--- config.mk ---
export PLATFORM = sky130hd
export DESIGN_NAME = flat_json_object_tokenizer_top
export DESIGN_NICKNAME = d
export VERILOG_FILES = /design/src/hw/rtl/fjot_pkg.sv /design/src/hw/rtl/fjot_parser.sv /design/src/hw/rtl/flat_json_object_tokenizer_top.sv
export SDC_FILE = /design/constraint.sdc
export NUM_CORES = 1
export LEC_CHECK = 0
export ABC_AREA = 0
export BUFFER_PORTS_ARGS = -buffer_cell sky130_fd_sc_hd__buf_4
export CORE_MARGIN = 2
export CORE_UTILIZATION = 54
export CTS_CLUSTER_SIZE = 30
export DETAILED_ROUTE_END_ITERATION = 6
export GPL_TIMING_DRIVEN = 1
export PLACE_DENSITY = 0.77
export SETUP_SLACK_MARGIN = 0.15
export SLEW_MARGIN = 0
export SYNTH_ARGS = -nofsm -noshare
export SYNTH_HDL_FRONTEND = slang
export SYNTH_SLANG_ARGS = --single-unit
--- constraint.sdc ---
create_clock -name clock -period 3.41 [get_ports clock]
set_clock_uncertainty 0.1 [all_clocks]
set_input_delay 0.5115 -clock clock [delete_from_list [all_inputs] [get_ports clock]]
set_output_delay 0.5115 -clock clock [all_outputs]
set_load 0.02 [all_outputs]
--- src/hw/rtl/fjot_pkg.sv ---
// Shared types, codes and character helpers for the flat JSON object tokenizer.
`default_nettype none

package fjot_pkg;

   localparam logic [1:0] CLASS_KEY    = 2'd0;
   localparam logic [1:0] CLASS_STRING = 2'd1;
   localparam logic [1:0] CLASS_NUMBER = 2'd2;

   localparam logic [2:0] END_NONE    = 3'd0;
   localparam logic [2:0] END_KEY     = 3'd1;
   localparam logic [2:0] END_STRING  = 3'd2;
   localparam logic [2:0] END_NUMBER  = 3'd3;
   localparam logic [2:0] END_BOOLEAN = 3'd4;

   localparam logic [3:0] ERR_NONE        = 4'd0;
   localparam logic [3:0] ERR_EARLY_END   = 4'd1;
   localparam logic [3:0] ERR_NO_BRACE    = 4'd2;
   localparam logic [3:0] ERR_NO_KEY_QUOTE = 4'd3;
   localparam logic [3:0] ERR_NO_COLON    = 4'd4;
   localparam logic [3:0] ERR_NESTED      = 4'd5;
   localparam logic [3:0] ERR_ARRAY       = 4'd6;
   localparam logic [3:0] ERR_BAD_LITERAL = 4'd7;
   localparam logic [3:0] ERR_BAD_VALUE   = 4'd8;
   localparam logic [3:0] ERR_BAD_ESCAPE  = 4'd9;
   localparam logic [3:0] ERR_NO_SEPARATOR = 4'd10;
   localparam logic [3:0] ERR_BAD_NUMBER  = 4'd11;
   localparam logic [3:0] ERR_TRAILING    = 4'd12;

   localparam logic [2:0] LEN_TRUE  = 3'd4;
   localparam logic [2:0] LEN_FALSE = 3'd5;

   typedef struct packed {
      logic       char_valid;
      logic [7:0] char_value;
      logic [1:0] char_class;
      logic [2:0] value_end;
      logic       bool_value;
      logic       object_done;
      logic [3:0] error_code;
   } result_type;

   function automatic logic is_space(input logic [7:0] b);
      return (b == 8'h20) || (b == 8'h09) || (b == 8'h0a) || (b == 8'h0d);
   endfunction

   function automatic logic is_digit(input logic [7:0] b);
      return (b >= 8'h30) && (b <= 8'h39);
   endfunction

   // Returns {supported, decoded character} for the letter after a backslash.
   function automatic logic [8:0] esc_decode(input logic [7:0] b);
      logic [8:0] r;
      unique case (b)
         8'h22:   r = {1'b1, 8'h22};
         8'h5c:   r = {1'b1, 8'h5c};
         8'h2f:   r = {1'b1, 8'h2f};
         8'h6e:   r = {1'b1, 8'h0a};
         8'h74:   r = {1'b1, 8'h09};
         8'h72:   r = {1'b1, 8'h0d};
         8'h62:   r = {1'b1, 8'h08};
         8'h66:   r = {1'b1, 8'h0c};
         default: r = 9'd0;
      endcase
      return r;
   endfunction

   // Expected character of the true or false literal at a given position.
   function automatic logic [7:0] lit_char(input logic is_true, input logic [2:0] pos);
      logic [7:0] c;
      if (is_true) begin
         unique case (pos)
            3'd0:    c = 8'h74;
            3'd1:    c = 8'h72;
            3'd2:    c = 8'h75;
            3'd3:    c = 8'h65;
            default: c = 8'h00;
         endcase
      end else begin
         unique case (pos)
            3'd0:    c = 8'h66;
            3'd1:    c = 8'h61;
            3'd2:    c = 8'h6c;
            3'd3:    c = 8'h73;
            3'd4:    c = 8'h65;
            default: c = 8'h00;
         endcase
      end
      return c;
   endfunction

endpackage

`default_nettype wire

--- src/hw/rtl/fjot_parser.sv ---
// Parse state registers and the per-byte decode that produces one result.
`default_nettype none

module fjot_parser
   import fjot_pkg::*;
(
   input  wire logic       clock,
   input  wire logic       reset,
   input  wire logic       step,
   input  wire logic [7:0] data_byte,
   input  wire logic       last_byte,
   output result_type      result
);

   typedef enum logic [3:0] {
      ST_START     = 4'd0,
      ST_OPEN      = 4'd1,
      ST_KEY_WAIT  = 4'd2,
      ST_KEY       = 4'd3,
      ST_KEY_ESC   = 4'd4,
      ST_COLON     = 4'd5,
      ST_VALUE     = 4'd6,
      ST_STR       = 4'd7,
      ST_STR_ESC   = 4'd8,
      ST_LIT       = 4'd9,
      ST_NUM_INT   = 4'd10,
      ST_NUM_FRAC  = 4'd11,
      ST_NUM_EXPS  = 4'd12,
      ST_NUM_EXP   = 4'd13,
      ST_AFTER     = 4'd14,
      ST_TRAIL     = 4'd15
   } parse_state_type;

   parse_state_type state_ff, state_in;
   logic [2:0]      lit_pos_ff, lit_pos_in;
   logic            lit_true_ff, lit_true_in;
   logic            mant_ff, mant_in;
   logic            failed_ff, failed_in;

   always_comb begin
      logic [3:0] err;
      logic [8:0] esc;
      logic [2:0] lit_len;
      logic [2:0] lit_next;
      logic       num_end;
      logic       do_after;
      result_type r;

      r        = '0;
      err      = ERR_NONE;
      num_end  = 1'b0;
      do_after = 1'b0;
      esc      = esc_decode(data_byte);
      lit_len  = lit_true_ff ? LEN_TRUE : LEN_FALSE;
      lit_next = lit_pos_ff + 3'd1;

      state_in    = state_ff;
      lit_pos_in  = lit_pos_ff;
      lit_true_in = lit_true_ff;
      mant_in     = mant_ff;
      failed_in   = failed_ff;

      if (!failed_ff) begin
         unique case (state_ff)
            ST_START: begin
               if (!is_space(data_byte)) begin
                  if (data_byte == 8'h7b) state_in = ST_OPEN;
                  else                    err = ERR_NO_BRACE;
               end
            end
            ST_OPEN: begin
               if (!is_space(data_byte)) begin
                  if (data_byte == 8'h7d)      state_in = ST_TRAIL;
                  else if (data_byte == 8'h22) state_in = ST_KEY;
                  else                         err = ERR_NO_KEY_QUOTE;
               end
            end
            ST_KEY_WAIT: begin
               if (!is_space(data_byte)) begin
                  if (data_byte == 8'h22) state_in = ST_KEY;
                  else                    err = ERR_NO_KEY_QUOTE;
               end
            end
            ST_KEY, ST_STR: begin
               if (data_byte == 8'h22) begin
                  r.value_end = (state_ff == ST_KEY) ? END_KEY : END_STRING;
                  state_in    = (state_ff == ST_KEY) ? ST_COLON : ST_AFTER;
               end else if (data_byte == 8'h5c) begin
                  state_in = (state_ff == ST_KEY) ? ST_KEY_ESC : ST_STR_ESC;
               end else begin
                  r.char_valid = 1'b1;
                  r.char_value = data_byte;
                  r.char_class = (state_ff == ST_KEY) ? CLASS_KEY : CLASS_STRING;
               end
            end
            ST_KEY_ESC, ST_STR_ESC: begin
               if (esc[8]) begin
                  r.char_valid = 1'b1;
                  r.char_value = esc[7:0];
                  r.char_class = (state_ff == ST_KEY_ESC) ? CLASS_KEY : CLASS_STRING;
                  state_in     = (state_ff == ST_KEY_ESC) ? ST_KEY : ST_STR;
               end else begin
                  err = ERR_BAD_ESCAPE;
               end
            end
            ST_COLON: begin
               if (!is_space(data_byte)) begin
                  if (data_byte == 8'h3a) state_in = ST_VALUE;
                  else                    err = ERR_NO_COLON;
               end
            end
            ST_VALUE: begin
               if (!is_space(data_byte)) begin
                  if (data_byte == 8'h22) begin
                     state_in = ST_STR;
                  end else if (data_byte == 8'h7b) begin
                     err = ERR_NESTED;
                  end else if (data_byte == 8'h5b) begin
                     err = ERR_ARRAY;
                  end else if (data_byte == 8'h74 || data_byte == 8'h66) begin
                     lit_true_in = (data_byte == 8'h74);
                     lit_pos_in  = 3'd1;
                     state_in    = ST_LIT;
                  end else if (data_byte == 8'h2d || is_digit(data_byte)) begin
                     mant_in      = is_digit(data_byte);
                     r.char_valid = 1'b1;
                     r.char_value = data_byte;
                     r.char_class = CLASS_NUMBER;
                     state_in     = ST_NUM_INT;
                  end else begin
                     err = ERR_BAD_VALUE;
                  end
               end
            end
            ST_LIT: begin
               if (lit_pos_ff >= lit_len ||
                   lit_char(lit_true_ff, lit_pos_ff) != data_byte) begin
                  err = ERR_BAD_LITERAL;
               end else begin
                  lit_pos_in = lit_next;
                  if (lit_next == lit_len) begin
                     r.value_end  = END_BOOLEAN;
                     r.bool_value = lit_true_ff;
                     state_in     = ST_AFTER;
                  end
               end
            end
            ST_NUM_INT, ST_NUM_FRAC: begin
               if (is_digit(data_byte)) begin
                  mant_in      = 1'b1;
                  r.char_valid = 1'b1;
               end else if (data_byte == 8'h2e && state_ff == ST_NUM_INT) begin
                  r.char_valid = 1'b1;
                  state_in     = ST_NUM_FRAC;
               end else if (data_byte == 8'h65 || data_byte == 8'h45) begin
                  r.char_valid = 1'b1;
                  state_in     = ST_NUM_EXPS;
               end else begin
                  num_end = 1'b1;
               end
            end
            ST_NUM_EXPS: begin
               if (is_digit(data_byte) || data_byte == 8'h2b || data_byte == 8'h2d) begin
                  r.char_valid = 1'b1;
                  state_in     = ST_NUM_EXP;
               end else begin
                  num_end = 1'b1;
               end
            end
            ST_NUM_EXP: begin
               if (is_digit(data_byte)) r.char_valid = 1'b1;
               else                     num_end = 1'b1;
            end
            ST_AFTER: begin
               do_after = 1'b1;
            end
            ST_TRAIL: begin
               if (!is_space(data_byte)) err = ERR_TRAILING;
            end
         endcase

         // Number bytes pass through unchanged.
         if (state_ff == ST_NUM_INT || state_ff == ST_NUM_FRAC ||
             state_ff == ST_NUM_EXPS || state_ff == ST_NUM_EXP) begin
            r.char_value = r.char_valid ? data_byte : 8'h00;
            r.char_class = r.char_valid ? CLASS_NUMBER : CLASS_KEY;
         end

         // The byte that ends a number is then handled as the byte after a value.
         if (num_end) begin
            if (!mant_ff) begin
               err = ERR_BAD_NUMBER;
            end else begin
               r.value_end = END_NUMBER;
               state_in    = ST_AFTER;
               do_after    = 1'b1;
            end
         end

         if (do_after && !is_space(data_byte)) begin
            if (data_byte == 8'h2c)      state_in = ST_KEY_WAIT;
            else if (data_byte == 8'h7d) state_in = ST_TRAIL;
            else                         err = ERR_NO_SEPARATOR;
         end

         if (err == ERR_NONE && last_byte) begin
            if (state_in == ST_TRAIL)    r.object_done = 1'b1;
            else if (state_in == ST_LIT) err = ERR_BAD_LITERAL;
            else                         err = ERR_EARLY_END;
         end

         if (err != ERR_NONE) begin
            r           = '0;
            r.error_code = err;
            failed_in   = 1'b1;
         end
      end

      // The last byte closes the document whatever happened.
      if (last_byte) begin
         state_in    = ST_START;
         lit_pos_in  = 3'd0;
         lit_true_in = 1'b0;
         mant_in     = 1'b0;
         failed_in   = 1'b0;
      end

      result = r;
   end

   always_ff @(posedge clock) begin
      if (reset) begin
         state_ff    <= ST_START;
         lit_pos_ff  <= 3'd0;
         lit_true_ff <= 1'b0;
         mant_ff     <= 1'b0;
         failed_ff   <= 1'b0;
      end else if (step) begin
         state_ff    <= state_in;
         lit_pos_ff  <= lit_pos_in;
         lit_true_ff <= lit_true_in;
         mant_ff     <= mant_in;
         failed_ff   <= failed_in;
      end
   end

   assert property (@(posedge clock) disable iff (reset)
      (step && failed_ff) |-> (result == '0))
      else $error("fjot_parser: result produced after a sticky error");

   assert property (@(posedge clock) disable iff (reset)
      (step && last_byte) |=> (state_ff == ST_START && !failed_ff && lit_pos_ff == 3'd0))
      else $error("fjot_parser: state not cleared after the last byte");

   assert property (@(posedge clock) disable iff (reset)
      (state_ff == ST_LIT) |-> (lit_pos_ff != 3'd0))
      else $error("fjot_parser: literal position zero inside a literal");

endmodule

`default_nettype wire

--- src/hw/rtl/flat_json_object_tokenizer_top.sv ---
// Top level: input register, byte parser and result register.
//
//   channel   direction  handshake             payload
//   req_      in         req_valid/req_ready   data_byte, last_byte
//   rsp_      out        rsp_valid/rsp_ready   char_valid .. error_code
//
// Each byte gives exactly one item; one byte is taken per cycle while req_ready
// is high. A byte waits in the input register, and the parser output for it is
// loaded into the result register once that register is free, where it stays
// valid until it is taken.
// The parser state advances only when a byte moves into the result register.
// Reset is synchronous and leaves the block waiting for an opening brace.
// A stall on rsp_ready holds the result; the input register still takes
// one more byte, and req_ready drops only when both stages are full.
`default_nettype none

module flat_json_object_tokenizer_top
   import fjot_pkg::*;
(
   input  wire logic       clock,
   input  wire logic       reset,
   input  wire logic       req_valid,
   output logic            req_ready,
   input  wire logic [7:0] req_data_byte,
   input  wire logic       req_last_byte,
   output logic            rsp_valid,
   input  wire logic       rsp_ready,
   output logic            rsp_char_valid,
   output logic [7:0]      rsp_char_value,
   output logic [1:0]      rsp_char_class,
   output logic [2:0]      rsp_value_end,
   output logic            rsp_bool_value,
   output logic            rsp_object_done,
   output logic [3:0]      rsp_error_code
);

   logic       in_valid_ff;
   logic [7:0] in_byte_ff;
   logic       in_last_ff;
   logic       out_valid_ff;
   result_type out_res_ff;
   result_type step_res;
   logic       out_free;
   logic       advance;

   assign out_free  = !out_valid_ff || rsp_ready;
   assign advance   = in_valid_ff && out_free;
   assign req_ready = !in_valid_ff || advance;

   fjot_parser u_parser (
      .clock     (clock),
      .reset     (reset),
      .step      (advance),
      .data_byte (in_byte_ff),
      .last_byte (in_last_ff),
      .result    (step_res)
   );

   always_ff @(posedge clock) begin
      if (reset) begin
         in_valid_ff  <= 1'b0;
         out_valid_ff <= 1'b0;
      end else begin
         if (req_ready) in_valid_ff <= req_valid;
         if (out_free)  out_valid_ff <= advance;
      end
   end

   always_ff @(posedge clock) begin
      if (req_valid && req_ready) begin
         in_byte_ff <= req_data_byte;
         in_last_ff <= req_last_byte;
      end
      if (advance) out_res_ff <= step_res;
   end

   assign rsp_valid       = out_valid_ff;
   assign rsp_char_valid  = out_res_ff.char_valid;
   assign rsp_char_value  = out_res_ff.char_value;
   assign rsp_char_class  = out_res_ff.char_class;
   assign rsp_value_end   = out_res_ff.value_end;
   assign rsp_bool_value  = out_res_ff.bool_value;
   assign rsp_object_done = out_res_ff.object_done;
   assign rsp_error_code  = out_res_ff.error_code;

   assert property (@(posedge clock) disable iff (reset)
      (rsp_valid && rsp_error_code != ERR_NONE) |->
         (!rsp_char_valid && rsp_value_end == END_NONE && !rsp_object_done))
      else $error("top: error item carries other fields");

   assert property (@(posedge clock) disable iff (reset)
      (in_valid_ff && !out_free) |=> in_valid_ff)
      else $error("top: buffered byte lost while the result stalls");

   assert property (@(posedge clock) disable iff (reset)
      (rsp_valid && rsp_char_valid) |->
         (rsp_char_class != 2'd3 && rsp_value_end != END_BOOLEAN))
      else $error("top: character item with invalid class or boolean end");

   assert property (@(posedge clock) disable iff (reset)
      (rsp_valid && rsp_bool_value) |-> (rsp_value_end == END_BOOLEAN))
      else $error("top: boolean value outside a boolean end");

endmodule

`default_nettype wire

==> results.py <==
metrics = {
    "synthesis": {
        "ys_warn_count": 0,
        "ys_seq_elements": 41,
        "netlist.top_cell.by_area": "sky130_fd_sc_hd__edfxtp_1",
        "synth-edff-count": 29,
        "yosys-mux-area-fraction_pct": 1.42,
        "combinational_family_with_the_most_area_after_synthesis": "compound AO/OA/AOI/OAI gates",
        "postSynth.asyncResetShare_pct": 0,
        "synth.cells.most_frequent": "sky130_fd_sc_hd__nor2_1, sky130_fd_sc_hd__a21oi_1, sky130_fd_sc_hd__edfxtp_1",
        "synthMostInstantiatedCell": "sky130_fd_sc_hd__nor2_1",
        "synth_cell_types": 78,
        "syn_inst": 407,
        "compound_cell_area_share_of_the_yosys_netlist_pct": 29.1,
        "mappedNetlistNets": 426,
        "synth_simple_gate_area_share_pct": 29.0,
        "xor_xnor_share_of_the_synthesized_area_pct": 1.49,
        "synth.yosys.seq_area_share_pct": 31.4,
        "synthesis.area_mm2": 0.00353,
        "synth_top_flop_cell": "sky130_fd_sc_hd__edfxtp_1",
        "synth_top_cell_area_share_pct": 24.6,
        "post_synth_main_area_contributors": "sky130_fd_sc_hd__edfxtp_1, sky130_fd_sc_hd__dfxtp_1, sky130_fd_sc_hd__a21oi_1, sky130_fd_sc_hd__nor2_1, sky130_fd_sc_hd__a211oi_2",
        "avgSynthCellArea_um2": 8.68,
        "synthAdderAreaFrac_pct": 2.12,
    },
    "power": {
        "p_int_uw": 940,
        "report.power.total_mw": 1.26,
        "power_switching_uw": 320,
        "share_comb_of_total_power_pct": 16.8,
        "power-per-cell-area_mw_per_mm2": 251,
        "power.sequential.fraction_pct": 44.5,
        "power.leakage_nw": 1.75,
        "vdd.ir_drop.worst_uv": 276,
        "share_clk_of_total_power_pct": 38.6,
        "power.switching_fraction_pct": 25.4,
    },
    "worst_hold_path": {
        "min_delay_worst_endpoint": "in_byte_ff[5]",
        "hp-start": "req_data_byte[5]",
        "min_path_type": "primary input to flip-flop",
        "holdPathStages": 1,
    },
    "sta": {
        "grt_setup_unrepaired": "true",
        "headroom_to_the_max_slew_limit_pct": 42.4,
        "final_setup_violations": 0,
        "clock.fmax_ghz": 0.306,
        "finalHoldViolCount": 0,
        "layout_setup_ws_ps": 139,
        "post-route-min-period_ps": 3270,
        "worst_pin_slew_ps": 854,
        "number_of_slew_limit_violations_in_the_final_report": 0,
        "timing.final.crit_share_pct": 95.9,
    },
    "clock_tree": {
        "cts_num_sinks": 41,
        "cts.clk_slew.worst_paths_ps": 90,
        "clkLatencyLatePin_ps": 310,
        "tritoncts": "built",
        "clock_tree.buffer_depth": 2,
        "root_buffer": "sky130_fd_sc_hd__clkbuf_8",
        "total_clock_buffers_created_by_cts": 5,
        "h_tree_depth": 2,
    },
    "floorplanning": {
        "width_of_the_die_um": 84.9,
        "io_pins": 35,
        "die_y_um": 84.9,
        "core_area_mm2": 0.00635,
        "initial_utilization_pct": 55.6,
        "std_cell_rows": 29,
        "floorplan.die_area_mm2": 0.00721,
    },
    "global_route": {
        "groute.usage.overall_pct": 31.2,
        "wire_length_of_the_first_global_routing_pass_mm": 17.9,
        "grt_pass1_vias": 3625,
        "grt-ovfl-total": 0,
        "maximum_number_of_pins_on_one_net_before_global_route_repair": 26,
        "antenna_found_initial": 0,
    },
    "placement": {
        "post_place_worst_slack_ps": -74.0,
        "dpl.hpwl_mm": 8.48,
        "dp.cells": 544,
        "portBuffers": 34,
        "place_congestion": 1.12,
    },
    "critical_path": {
        "regToRegStartpoint": "in_byte_ff[3]",
        "criticalPathCategory": "flip-flop to flip-flop",
        "start_kind": "flip-flop",
        "path_common_cell": "sky130_fd_sc_hd__buf_6",
        "worst_path_buffer_plus_inverter_count": 3,
        "startpoint": "in_byte_ff[3]",
        "critical_path.max_stage_delay_ps": 470,
        "r2r_slack_ps": 140,
        "worst_ep_arrival_time_ps": 3300,
        "crit_chain": "buf_4, buf_6, nor3_1, nand3b_1, o211a_4, a22oi_2, o21ai_1, or3_1, or3_4, buf_6, a2111oi_4",
        "cp-end-kind": "flip-flop",
        "required_ps": 3440,
        "end_of_the_worst_register_to_register_path": "rsp_bool_value",
        "cpMaxStageDelayCell": "sky130_fd_sc_hd__edfxtp_1",
        "crit_path_max_fanout": 7,
        "timing.critical_path.max_delay_family": "simple AND/OR/NAND/NOR gates",
        "register_to_register_path_depth": 11,
    },
    "routing": {
        "vias": 4082,
        "drt_pass1_iterations": 6,
        "antenna_violating_nets_post_route": 0,
        "drtIter0Drc": 663,
        "routed_length_per_placed_instance_um": 21.2,
        "detail_route.wirelength_mm": 12.5,
        "via_to_cell_ratio": 6.95,
        "route.detailed.drc": 0,
    },
    "finish": {
        "fin_cells": 587,
        "area_delta_synth_final_pct": 41.9,
        "drive_gt1_share_pct": 43.5,
        "antennaDiodeCount": 0,
        "num-nets-final": 528,
        "fillerInstances": 372,
    },
    "run": {
        "max_cap_violations": 0,
    },
    "status": {
        "status": "finished clean",
    },
}
## power groups by stage
stage | logic (mW) | registers (mW) | clock network [mW]
global placement | 0.159 | 0.570 | 0
finish | 0.212 | 0.561 | 0.487
detailed placement | 0.162 | 0.571 | 0
floorplan | 0.0867 | 0.580 | 0
global route | 0.223 | 0.562 | 0.502
CTS | 0.169 | 0.560 | 0.482
## cell type report
cell class / count / area (um2) / area share, %
clock buffers: 5 / 68.8 / 1.37
clock inverters: 3 / 68.8 / 1.37
inverters: 10 / 38.8 / 0.773
multi-input cells: 324 / 2610 / 52.0
flip-flops and latches: 41 / 1110 / 22.2
well taps: 77 / 96.3 / 1.92
repair buffers: 127 / 1020 / 20.4
## worst max path at each step
stage / endpoint / slack, ps / cells after the start
floorplan: rsp_value_end[2] / 140 / 12
global placement: rsp_bool_value / 50 / 11
detailed placement: rsp_value_end[0] / -70 / 9
CTS: rsp_error_code[2] / 150 / 11
global route: rsp_bool_value / 30 / 11
finish: rsp_bool_value / 140 / 11
## timing repair
action | CTS | global route
pin swaps | 6 | 34
endpoints found under the setup margin | 19 | 21
gates resized for setup | 17 | 67
hold buffers | 0 | 0
buffers inserted | 8 | 27
## registers in the layout (all words and copies together), names as in the netlist, 2 cells and up
signal	cells
u_parser.state_ff	4
rsp_value_end	3
rsp_char_class	2
rsp_char_value	8
rsp_error_code	4
u_parser.lit_pos_ff	3
in_byte_ff	8
## per-stage QoR
stage / setup TNS [ps] / hold slack (ps) / util [%] / instance area (um2)
3_3_place_gp: 0 / 408 / 66.4 / 4210
6_report: 0 / 286 / 79.0 / 5010
5_1_grt: 0 / 276 / 79.0 / 5010
2_1_floorplan: 0 / 387 / - / 3580
4_1_cts: 0 / 289 / 70.6 / 4480
3_5_place_dp: -121 / 415 / 66.4 / 4210
## cell families after synthesis
family                     Yosys count
AOI/OAI and AO/OA                  129
xor gates and xnor gates             6
adders and majority gates            6
buffers and inverters               42
DFF                                 41
muxes                                5
and+or+nand+nor                    178
## metal layers
layer	global-route usage [%]	share of wire [%]	vias up
met5	0	0	-
met4	12.0	5.4	0
met3	5.54	9.9	86
met2	52.8	48	326
met1	39.8	37	1887
li1	-	-	1783
## placed cells by master (no fill, tap or decap), types with 5 or more instances in the layout
cell type,instances
sky130_fd_sc_hd__or3_4,5
sky130_fd_sc_hd__buf_4,111
sky130_fd_sc_hd__edfxtp_1,29
sky130_fd_sc_hd__nand2_1,26
sky130_fd_sc_hd__nor3_1,11
sky130_fd_sc_hd__a211oi_2,13
sky130_fd_sc_hd__nor2_1,37
sky130_fd_sc_hd__nor2b_1,10
sky130_fd_sc_hd__a31oi_1,6
sky130_fd_sc_hd__a21oi_1,27
sky130_fd_sc_hd__buf_6,15
sky130_fd_sc_hd__inv_1,8
sky130_fd_sc_hd__mux2i_1,5
sky130_fd_sc_hd__xnor2_1,5
sky130_fd_sc_hd__nand2b_1,15
sky130_fd_sc_hd__and2_1,6
sky130_fd_sc_hd__dfxtp_1,10
sky130_fd_sc_hd__o21ai_0,14
sky130_fd_sc_hd__clkbuf_8,5
sky130_fd_sc_hd__nand4_1,7
sky130_fd_sc_hd__nand3_1,7
sky130_fd_sc_hd__or2_2,6
No activity file was read; power rests on OpenSTA's default activity.
